`config.mk`:
```
export PLATFORM = sky130hd
export DESIGN_NAME = mam_front
export DESIGN_NICKNAME = d
export VERILOG_FILES = /design/src/hw/rtl/mam_pkg.sv /design/src/hw/rtl/mam_front.sv
export SDC_FILE = /design/constraint.sdc
export NUM_CORES = 1
export LEC_CHECK = 0
export BUFFER_PORTS_ARGS = -buffer_cell sky130_fd_sc_hd__buf_2
export CORE_AREA = 2 2 165 167
export DETAILED_ROUTE_END_ITERATION = 12
export DIE_AREA = 0 0 167 169
export GPL_ROUTABILITY_DRIVEN = 0
export PLACE_DENSITY = 0.48
export SYNTH_ARGS = -nofsm -noshare
export SYNTH_HDL_FRONTEND = slang
export SYNTH_SLANG_ARGS = --single-unit
```
`constraint.sdc`:
```
create_clock -name vclk -period 2.1
set_input_delay 0.21 -clock vclk [all_inputs]
set_output_delay 0.21 -clock vclk [all_outputs]
set_load 0.05 [all_outputs]
```
`src/hw/rtl/mam_pkg.sv`:
```
// ----------------------------------------------------------------------------
// mam_pkg
// Shared types and constants for the medial atom normals unit.
// ----------------------------------------------------------------------------
`default_nettype none

package mam_pkg;

  // data format
  localparam int unsigned DW      = 32;           // word width
  localparam int unsigned FB      = 16;           // fraction bits
  localparam int unsigned IC_W    = 10;           // interval count width
  localparam logic [IC_W-1:0] IC_RESET = IC_W'(1);
  localparam int unsigned Q_DEPTH = 2;            // front/back queue depth

  // radius root
  localparam int unsigned RAD_W   = DW + FB;      // radicand of the radius root
  localparam int unsigned R_W     = RAD_W / 2;    // radius width

  // radius derivative divide
  localparam int unsigned DIFF_W  = DW + 1;
  localparam int unsigned NUM1_W  = DIFF_W + IC_W + FB;
  localparam int unsigned DEN1_W  = R_W + 2;
  localparam int unsigned RT_W    = DW;
  localparam logic [RT_W-1:0] RT_CAP_POS = {1'b0, {(RT_W-1){1'b1}}};
  localparam logic [RT_W-1:0] RT_CAP_NEG = {1'b1, {(RT_W-1){1'b0}}};

  // normal terms
  localparam int unsigned L_W     = 2 * DW;       // squared tangent length
  localparam int unsigned SQ_W    = DW;           // root of the clamped radicand
  localparam int unsigned NUM2_W  = L_W + FB;
  localparam int unsigned TQ_W    = DW + 2;       // term quotient width
  localparam logic [TQ_W-1:0] TERM_CAP = {1'b1, {(TQ_W-1){1'b0}}};
  localparam int unsigned TERM_W  = TQ_W + 1;
  localparam int unsigned SUM_W   = TERM_W + 1;

  typedef enum logic [1:0] {
    ST_OK       = 2'd0,
    ST_NEG_RAD  = 2'd1,
    ST_ZERO_RAD = 2'd2,
    ST_ZERO_TAN = 2'd3
  } status_e;

  typedef struct packed {
    logic signed [DW-1:0] pos_x;
    logic signed [DW-1:0] pos_y;
    logic signed [DW-1:0] tan_x;
    logic signed [DW-1:0] tan_y;
    logic signed [DW-1:0] sqrad_prev;
    logic signed [DW-1:0] sqrad_here;
    logic signed [DW-1:0] sqrad_next;
  } in_word_t;

  typedef struct packed {
    logic signed [DW-1:0] out_x;
    logic signed [DW-1:0] out_y;
    logic [DW-2:0]        radius_val;
    logic signed [DW-1:0] norm_a_x;
    logic signed [DW-1:0] norm_a_y;
    logic signed [DW-1:0] norm_b_x;
    logic signed [DW-1:0] norm_b_y;
    logic [1:0]           status;
  } out_word_t;

  // classified item, as queued between front and back
  typedef struct packed {
    logic signed [DW-1:0]     pos_x;
    logic signed [DW-1:0]     pos_y;
    logic signed [DW-1:0]     tan_x;
    logic signed [DW-1:0]     tan_y;
    logic [DW-1:0]            sqrad;
    logic signed [DIFF_W-1:0] diff;
    status_e                  status;
  } qent_t;

endpackage

`default_nettype wire

```
`src/hw/rtl/mam_front.sv`:
```
// ----------------------------------------------------------------------------
// mam_front
// Accepts a sample, classifies it and forms the squared-radius difference.
// ----------------------------------------------------------------------------
`default_nettype none

module mam_front (
  input  wire logic              start_i,
  input  wire mam_pkg::in_word_t in_data_i,
  input  wire logic              full_i,
  output logic                   push_o,
  output mam_pkg::qent_t         entry_o
);

  // take the word whenever the queue has room
  assign push_o = start_i && !full_i;

  // classify: negative squared radius, zero radius, zero tangent
  always_comb begin
    entry_o.pos_x = in_data_i.pos_x;
    entry_o.pos_y = in_data_i.pos_y;
    entry_o.tan_x = in_data_i.tan_x;
    entry_o.tan_y = in_data_i.tan_y;
    entry_o.sqrad = mam_pkg::DW'(in_data_i.sqrad_here);
    entry_o.diff  = mam_pkg::DIFF_W'(in_data_i.sqrad_next)
                  - mam_pkg::DIFF_W'(in_data_i.sqrad_prev);
    if (in_data_i.sqrad_here < 0) begin
      entry_o.status = mam_pkg::ST_NEG_RAD;
    end else if (in_data_i.sqrad_here == 0) begin
      entry_o.status = mam_pkg::ST_ZERO_RAD;
    end else if (in_data_i.tan_x == 0 && in_data_i.tan_y == 0) begin
      entry_o.status = mam_pkg::ST_ZERO_TAN;
    end else begin
      entry_o.status = mam_pkg::ST_OK;
    end
  end

endmodule

`default_nettype wire

```
==> results.py <==
metrics = {
    "cells_and_area": {
        "drive_gt1_share_pct": 73.6,
        "regArea_um2": 0,
        "nFlopsAndLatches": 0,
        "area_delta_synth_final_pct": 93.2,
        "nNetsFinal": 993,
        "n_clock_buffer": 0,
    },
    "routing": {
        "detailedRoute.firstPassIterationCount": 4,
        "final_antenna_net_count": 0,
        "drt_iter0_drc": 109,
        "drt-total-wl_um": 18500,
        "viasPerCell": 3.93,
        "dr_total_vias": 4239,
        "wl_per_cell_um": 17.1,
        "drc": 0,
    },
    "sta": {
        "setup_viol": 24,
        "timing.final.crit_share_pct": 126,
        "fin_crit_ps": 2640,
        "max_freq_mhz": 379,
        "finalMaxSlewViolations": 0,
        "hold_ws_ps": 420,
        "setup_slack_ps": -540,
        "hold_violations": 0,
        "tightestPinTransition_ps": 463,
        "slew-limit-headroom_pct": 69.0,
        "rsz0062_at_grt": "true",
    },
    "die": {
        "num_rows": 60,
        "start_util_pct": 12.5,
        "die_w_um": 167,
        "core-area_mm2": 0.0265,
        "io_pins": 422,
        "die_area_mm2": 0.0282,
        "die_h_um": 169,
    },
    "global_routing": {
        "grt-ovfl-total": 0,
        "grt_pass1_wl_um": 26100,
        "use_met1_pct": 11.8,
        "grt_max_degree": 7,
        "grt_pass1_vias": 4356,
        "grtUsageMet3_pct": 3.88,
        "grt.busiest_layer": "met2",
        "antenna_found_initial": 11,
        "grt_use_met2_pct": 24.5,
        "track_usage_pct": 12.2,
    },
    "outcome": {
        "violations": "negative setup slack",
        "status": "complete, but fails checks",
    },
    "synth": {
        "synth.most_common_cell": "buf_4",
        "synth_fp_nets": 734,
        "synth_top_cell_by_area": "buf_4",
        "synth_common_cells": "buf_4, inv_1, ha_1, a21oi_1, nor4_1",
        "synth_top_area_share_pct": 36.4,
        "ys_seq_area_share_pct": 0,
        "ys_top_cells_by_area": "buf_4, ha_1, nor4_1",
        "yosysWarnings": 0,
        "synth_cell_types": 46,
        "netlist_area_mm2": 0.00332,
        "synthCells": 475,
        "syn_avg_cell_area_um2": 6.98,
    },
    "job": {
        "max-cap-violations": 0,
    },
    "power": {
        "p_leak_uw": 0.00306,
        "vdd.ir_drop.worst_uv": 231,
        "power_uw": 3030,
        "p_per_area_mw_per_mm2": 472,
    },
    "setup_path": {
        "worst_setup_path_start_kind": "input pin",
        "cp.required_ps": 1890,
        "critPathMaxFanout": 4,
        "criticalPathCategory": "input pin to output pin",
        "cp.arrival_ps": 2430,
        "end_kind": "output pin",
    },
    "placement": {
        "io_buffers": 294,
        "pre_cts_ws_ps": -667,
        "dp_hpwl_um": 17100,
    },
    "hold_path": {
        "hold_class": "input pin to output pin",
    },
}
-- metal layers --
layer  vias up  routed length [µm]
met5         -                  13
met4         2                 575
met3        35                1940
met2       224                9920
met1      1969                6050
li1       2009                   -
-- cells in the final DEF (no fill, tap or decap), types with 10 or more instances in the layout --
cell type / instances
buf_4: 115
buf_2: 252
a21oi_1: 15
o21ai_0: 10
nand2_1: 19
a21oi_2: 14
ha_4: 22
buf_12: 14
buf_6: 37
nor4_1: 24
nor2_1: 22
inv_1: 26
-- stage by stage --
step,TNS (ps),instance area (µm²),util [%],cells
after CTS,-7110,6210,23.4,1064
after global routing,-9560,6400,24.1,1075
final,-7470,6410,24.2,1079
after detailed placement,-10410,5610,21.2,1048
after global placement,-10160,5610,21.2,1048
after floorplan,-3570,3980,-,475
-- cell families (layout without fill, tap and decap cells) --
family	count (synthesis)	in the layout	share of synthesized area, %
buffers and inverters	205	462	41.8
and+or+nand+nor	109	109	17.0
AOI/OAI and AO/OA	99	99	20.9
adders and majority gates	33	33	12.7
xor gates and xnor gates	29	29	7.66
other	0	6	0
-- worst max-delay path, cell delays in order --
cell and delay, ps:
buf_6 100, ha_4 230, o21a_1 170, o211ai_1 230, a31oi_1 140, a221o_2 430, buf_12 160, a21o_4 210
a2111oi_4 350, a21oi_4 50, buf_6 160
-- path summary, 6_finish.rpt --
check | start | to | cells after the start
setup / recovery | in_data_i[6] | entry_o[32] | 11
hold / removal | in_data_i[170] | entry_o[141] | 0
-- power by group --
part	internal, µW	switching [µW]	leakage [µW]	total, µW
Sequential	0	0	0	0
Combinational	1270	1750	0.00306	3030
Clock	0.000383	0	0.0000000380	0.000383
-- layout make-up --
class | count | area, µm²
fillers | 2909 | 20100
multi-input cells | 270 | 2920
repair buffers | 422 | 2870
well taps | 341 | 427
inverters | 40 | 175
diodes | 6 | 15.0
-- timing repair --
item                       CTS  global route
gates resized for setup    106            29
setup buffers               17            13
setup endpoints to repair   28            27
pin swaps                   48            25
hold buffers                 0             0
Power figures use the tool's default switching activity.
