[src/hw/rtl/mam_pkg.sv]
// ----------------------------------------------------------------------------
// mam_pkg
// Shared types and constants for the medial atom normals unit.
// ----------------------------------------------------------------------------
`default_nettype none

package mam_pkg;

  // data format
  localparam int unsigned DW      = 32;           // word width
  localparam int unsigned FB      = 16;           // fraction bits
  localparam int unsigned IC_W    = 10;           // interval count width
  localparam logic [IC_W-1:0] IC_RESET = IC_W'(1);
  localparam int unsigned Q_DEPTH = 2;            // front/back queue depth

  // radius root
  localparam int unsigned RAD_W   = DW + FB;      // radicand of the radius root
  localparam int unsigned R_W     = RAD_W / 2;    // radius width

  // radius derivative divide
  localparam int unsigned DIFF_W  = DW + 1;
  localparam int unsigned NUM1_W  = DIFF_W + IC_W + FB;
  localparam int unsigned DEN1_W  = R_W + 2;
  localparam int unsigned RT_W    = DW;
  localparam logic [RT_W-1:0] RT_CAP_POS = {1'b0, {(RT_W-1){1'b1}}};
  localparam logic [RT_W-1:0] RT_CAP_NEG = {1'b1, {(RT_W-1){1'b0}}};

  // normal terms
  localparam int unsigned L_W     = 2 * DW;       // squared tangent length
  localparam int unsigned SQ_W    = DW;           // root of the clamped radicand
  localparam int unsigned NUM2_W  = L_W + FB;
  localparam int unsigned TQ_W    = DW + 2;       // term quotient width
  localparam logic [TQ_W-1:0] TERM_CAP = {1'b1, {(TQ_W-1){1'b0}}};
  localparam int unsigned TERM_W  = TQ_W + 1;
  localparam int unsigned SUM_W   = TERM_W + 1;

  typedef enum logic [1:0] {
    ST_OK       = 2'd0,
    ST_NEG_RAD  = 2'd1,
    ST_ZERO_RAD = 2'd2,
    ST_ZERO_TAN = 2'd3
  } status_e;

  typedef struct packed {
    logic signed [DW-1:0] pos_x;
    logic signed [DW-1:0] pos_y;
    logic signed [DW-1:0] tan_x;
    logic signed [DW-1:0] tan_y;
    logic signed [DW-1:0] sqrad_prev;
    logic signed [DW-1:0] sqrad_here;
    logic signed [DW-1:0] sqrad_next;
  } in_word_t;

  typedef struct packed {
    logic signed [DW-1:0] out_x;
    logic signed [DW-1:0] out_y;
    logic [DW-2:0]        radius_val;
    logic signed [DW-1:0] norm_a_x;
    logic signed [DW-1:0] norm_a_y;
    logic signed [DW-1:0] norm_b_x;
    logic signed [DW-1:0] norm_b_y;
    logic [1:0]           status;
  } out_word_t;

  // classified item, as queued between front and back
  typedef struct packed {
    logic signed [DW-1:0]     pos_x;
    logic signed [DW-1:0]     pos_y;
    logic signed [DW-1:0]     tan_x;
    logic signed [DW-1:0]     tan_y;
    logic [DW-1:0]            sqrad;
    logic signed [DIFF_W-1:0] diff;
    status_e                  status;
  } qent_t;

endpackage

`default_nettype wire

[src/hw/rtl/mam_queue.sv]
// ----------------------------------------------------------------------------
// mam_queue
// Short FIFO of classified words between the front and the back.
// ----------------------------------------------------------------------------
`default_nettype none

module mam_queue #(
  parameter int unsigned DEPTH = 2
) (
  input  wire logic           clk_i,
  input  wire logic           rst_ni,
  input  wire logic           push_i,
  input  wire mam_pkg::qent_t data_i,
  input  wire logic           pop_i,
  output logic                valid_o,
  output mam_pkg::qent_t      data_o,
  output logic                full_o
);

  localparam int unsigned PTR_W = (DEPTH > 1) ? $clog2(DEPTH) : 1;

  mam_pkg::qent_t   mem_q [DEPTH];
  logic [PTR_W-1:0] wr_ptr_q, wr_ptr_d;
  logic [PTR_W-1:0] rd_ptr_q, rd_ptr_d;
  logic [PTR_W:0]   count_q, count_d;
  logic             do_pop;

  assign valid_o = (count_q != '0);
  assign full_o  = (count_q == (PTR_W+1)'(DEPTH));
  assign data_o  = mem_q[rd_ptr_q];
  assign do_pop  = pop_i && valid_o;

  // advance pointers and fill count
  always_comb begin
    wr_ptr_d = wr_ptr_q;
    rd_ptr_d = rd_ptr_q;
    count_d  = count_q;
    if (push_i) begin
      wr_ptr_d = (wr_ptr_q == PTR_W'(DEPTH - 1)) ? '0 : wr_ptr_q + 1'b1;
    end
    if (do_pop) begin
      rd_ptr_d = (rd_ptr_q == PTR_W'(DEPTH - 1)) ? '0 : rd_ptr_q + 1'b1;
    end
    if (push_i && !do_pop) begin
      count_d = count_q + 1'b1;
    end else if (!push_i && do_pop) begin
      count_d = count_q - 1'b1;
    end
  end

  always_ff @(posedge clk_i or negedge rst_ni) begin
    if (!rst_ni) begin
      wr_ptr_q <= '0;
      rd_ptr_q <= '0;
      count_q  <= '0;
    end else begin
      wr_ptr_q <= wr_ptr_d;
      rd_ptr_q <= rd_ptr_d;
      count_q  <= count_d;
    end
  end

  // store the pushed word
  always_ff @(posedge clk_i) begin
    if (push_i) begin
      mem_q[wr_ptr_q] <= data_i;
    end
  end

endmodule

`default_nettype wire

[config.mk]
export PLATFORM = sky130hd
export DESIGN_NAME = mam_queue
export DESIGN_NICKNAME = d
export VERILOG_FILES = /design/src/hw/rtl/mam_pkg.sv /design/src/hw/rtl/mam_queue.sv
export SDC_FILE = /design/constraint.sdc
export NUM_CORES = 1
export LEC_CHECK = 0
export BUFFER_PORTS_ARGS = -buffer_cell sky130_fd_sc_hd__buf_2
export CAP_MARGIN = 20
export CORE_ASPECT_RATIO = 2
export CORE_MARGIN = 2
export CORE_UTILIZATION = 56
export DETAILED_ROUTE_END_ITERATION = 12
export PLACE_DENSITY = 0.84
export SLEW_MARGIN = 25
export SYNTH_ARGS = -nofsm -noshare
export SYNTH_HDL_FRONTEND = slang
export SYNTH_SLANG_ARGS = --single-unit
[constraint.sdc]
create_clock -name clk_i -period 20.2 [get_ports clk_i]
set_input_delay 4.04 -clock clk_i [delete_from_list [all_inputs] [get_ports clk_i]]
set_output_delay 4.04 -clock clk_i [all_outputs]
set_load 0.01 [all_outputs]
==> reports/qor.csv <==
metric;value;unit
GRT Total Usage;20.4;%
CTS tree;yes;
routed via count;7349;
mean area per synthesized cell;23.8;um^2
CTS resizes;0;
P_leak;7.26;nW
critical path class;flop to output port;
IO Pins;396;
worst clock skew;0.0136;ns
worst reg2reg startpoint;wr_ptr_q;
Area Overhead vs Synth;23.1;%
DRC errors left;0;
Final Non-Filler Cells;1422;
Worst setup SP type;flop;
Slew Viols, Final;0;
placed cell count;1348;
minimum clock period;7.36;ns
share of the synthesized area in the top cell type;78.9;%
Synth area leaders;edfxtp_1 79%, mux2_4 14%, mux2_2 4.2%, buf_6 1.3%, dfrtp_1 0.67%;
first-pass GRT wire length;42.0;mm
placed cell area;17100;um^2
share of cells above drive strength 1;61.2;%
synthesized area;14800;um^2
# port buffers;395;
final instance area;18300;um^2
Die ar.;27900;um^2
vias in the first global route;7647;
Via-to-Cell Ratio;5.17;
WL/cell;21.0;um
# setup viols final;0;
clk sinks;394;
DRT Wirelength;29.8;mm
M3 GR Usage;4.77;%
total number of yosys warnings;0;
initial antenna violation count;17;
number of iterations in the first detailed-routing pass;4;
Post-DRT Antenna Nets;0;
Root Buffer;clkbuf_16;
post-synthesis cell type count;14;
status;finished clean;
CTS H-tree depth;2;
Yosys reg bits;394;
Worst-path clk slew;0.07;ns
Fin. Hold Viols;0;
post-CTS setup buffer count;0;
post-synth top area cell;edfxtp_1;
Max Clk Rate;136;MHz
row cnt;84;
Fillers;1667;
critical path capture point type;output port;
peak supply drop;0.138;mV
Post-CTS Hold Fix Bufs;0;
worst skew pair latency;0.51;ns
register area share after synthesis;79.6;%
Synth Instances;623;
Initial DRC Count;501;
GRT Max-Usage Layer;met2;
CTS Buf Count;34;
Multi-input gate area;2820;um^2
CORE AREA;26200;um^2
post-layout net count;1240;
Die X;119;um
Die Height;234;um
period utilisation layout;36.5;%
Detail Placement HPWL;20.6;mm
Starting Density;56.7;%
Crit Path Max Fanout;65;
worst hold-check path type;flop to flop;
syn_nets;823;
largest net degree at the start of global routing;72;
WP data required;16.16;ns
Rel. slew slack;32.5;%
crit path launch;rd_ptr_q;
TNS Setup;0;ns
FF+latch area;11800;um^2
Critical Path AT;3.32;ns
PD cells;141;nW/um^2
M2 GR Usage;37.9;%
Worst Tran Pin Value;1.01;ns
max_cap viols;0;
GP Congestion;0.854;
clk buf depth;3;
RSZ-0062 raised after global routing;no;
HP Start;count_q[1];
met1 usage;20.4;%
total gr overflow;0;
Yosys cell counts:
| master | count |
|---|---|
| and2_1 | 1 |
| buf_2 | 5 |
| buf_6 | 17 |
| dfrtp_1 | 4 |
| edfxtp_1 | 390 |
| ha_1 | 1 |
| mux2_2 | 55 |
| mux2_4 | 140 |
| nand2_1 | 1 |
| nor2_1 | 1 |
| nor2b_1 | 2 |
| or2_2 | 1 |
| xnor2_1 | 2 |
| xor2_1 | 3 |
report_power, final:
group / internal [mW] / leakage (nW) / switching, mW
combinational: 0.390 / 3.01 / 0.406
sequential: 1.09 / 3.71 / 0.0500
clock: 0.374 / 0.548 / 0.272
total: 1.85 / 7.26 / 0.729
area by class of cell:
cell class | count | area share [%]
sequential | 394 | 64.7
multi-input combinational | 207 | 15.4
timing repair buffer | 403 | 11.2
clock buffer | 44 | 5.21
tap | 344 | 2.36
clock inverter | 16 | 0.911
antenna | 14 | 0.192
kinds of logic (layout without fill, tap and decap cells):
kind of cell	Yosys count	count (layout)	share of synthesized area, %
other cells	0	14	0
buf+inv	22	463	1.46
flops	394	394	79.6
xor+xnor	5	5	0.295
mux	195	195	18.3
simple gates	6	6	0.219
fa+ha+maj	1	1	0.0843
layout by cell type, fill, tap and decap left out, drive strengths merged, types with 2 or more instances in the layout:
master,netlist,final
xor2,3,3
nor2b,2,2
clkinv,0,9
edfxtp,390,390
mux2,195,195
bufinv,0,3
dfrtp,4,4
inv,0,3
clkbuf,0,44
xnor2,2,2
diode,0,14
buf,22,403
stage by stage:
| step | total power, mW | util [%] | hold slack [ns] | setup slack [ns] |
|---|---|---|---|---|
| after floorplan | 1.74 | - | 0.447 | 6.97 |
| after global placement | 1.94 | 65.4 | 0.467 | 13.08 |
| after detailed placement | 1.96 | 65.4 | 0.487 | 13.06 |
| after CTS | 2.61 | 69.6 | 0.506 | 12.47 |
| after global routing | 2.68 | 69.8 | 0.553 | 12.61 |
| final | 2.58 | 69.8 | 0.505 | 12.84 |
state kept, by name, summed over array words and instances (netlist names):
| name | flops |
|---|---|
| mem_q | 390 |
| count_q | 2 |
| rd_ptr_q | 1 |
| wr_ptr_q | 1 |
worst max-delay path, cell delays in order, from the launching register on:
cell and delay, ns:
dfrtp_4 0.67, buf_4 0.79, buf_6 0.70, mux2_2 0.42, buf_2 0.15
path summary, 6_finish.rpt:
kind / slack (ns) / cells past startpoint / to
max: 12.84 / 4 / data_o[15]
min: 0.50 / 1 / count_q[1]
max reg2reg: 17.67 / 3 / mem_q[0][35]
min reg2reg: 0.50 / 1 / count_q[1]
max in group asynchronous: 16.74 / 1 / rd_ptr_q
min in group asynchronous: 3.32 / 1 / wr_ptr_q
routing by layer:
layer	vias to the layer above	part of all wire, %
met5	-	0.14
met4	6	5.2
met3	87	6.4
met2	328	56
met1	3591	32
li1	3337	-
Power figures use the tool's default switching activity.
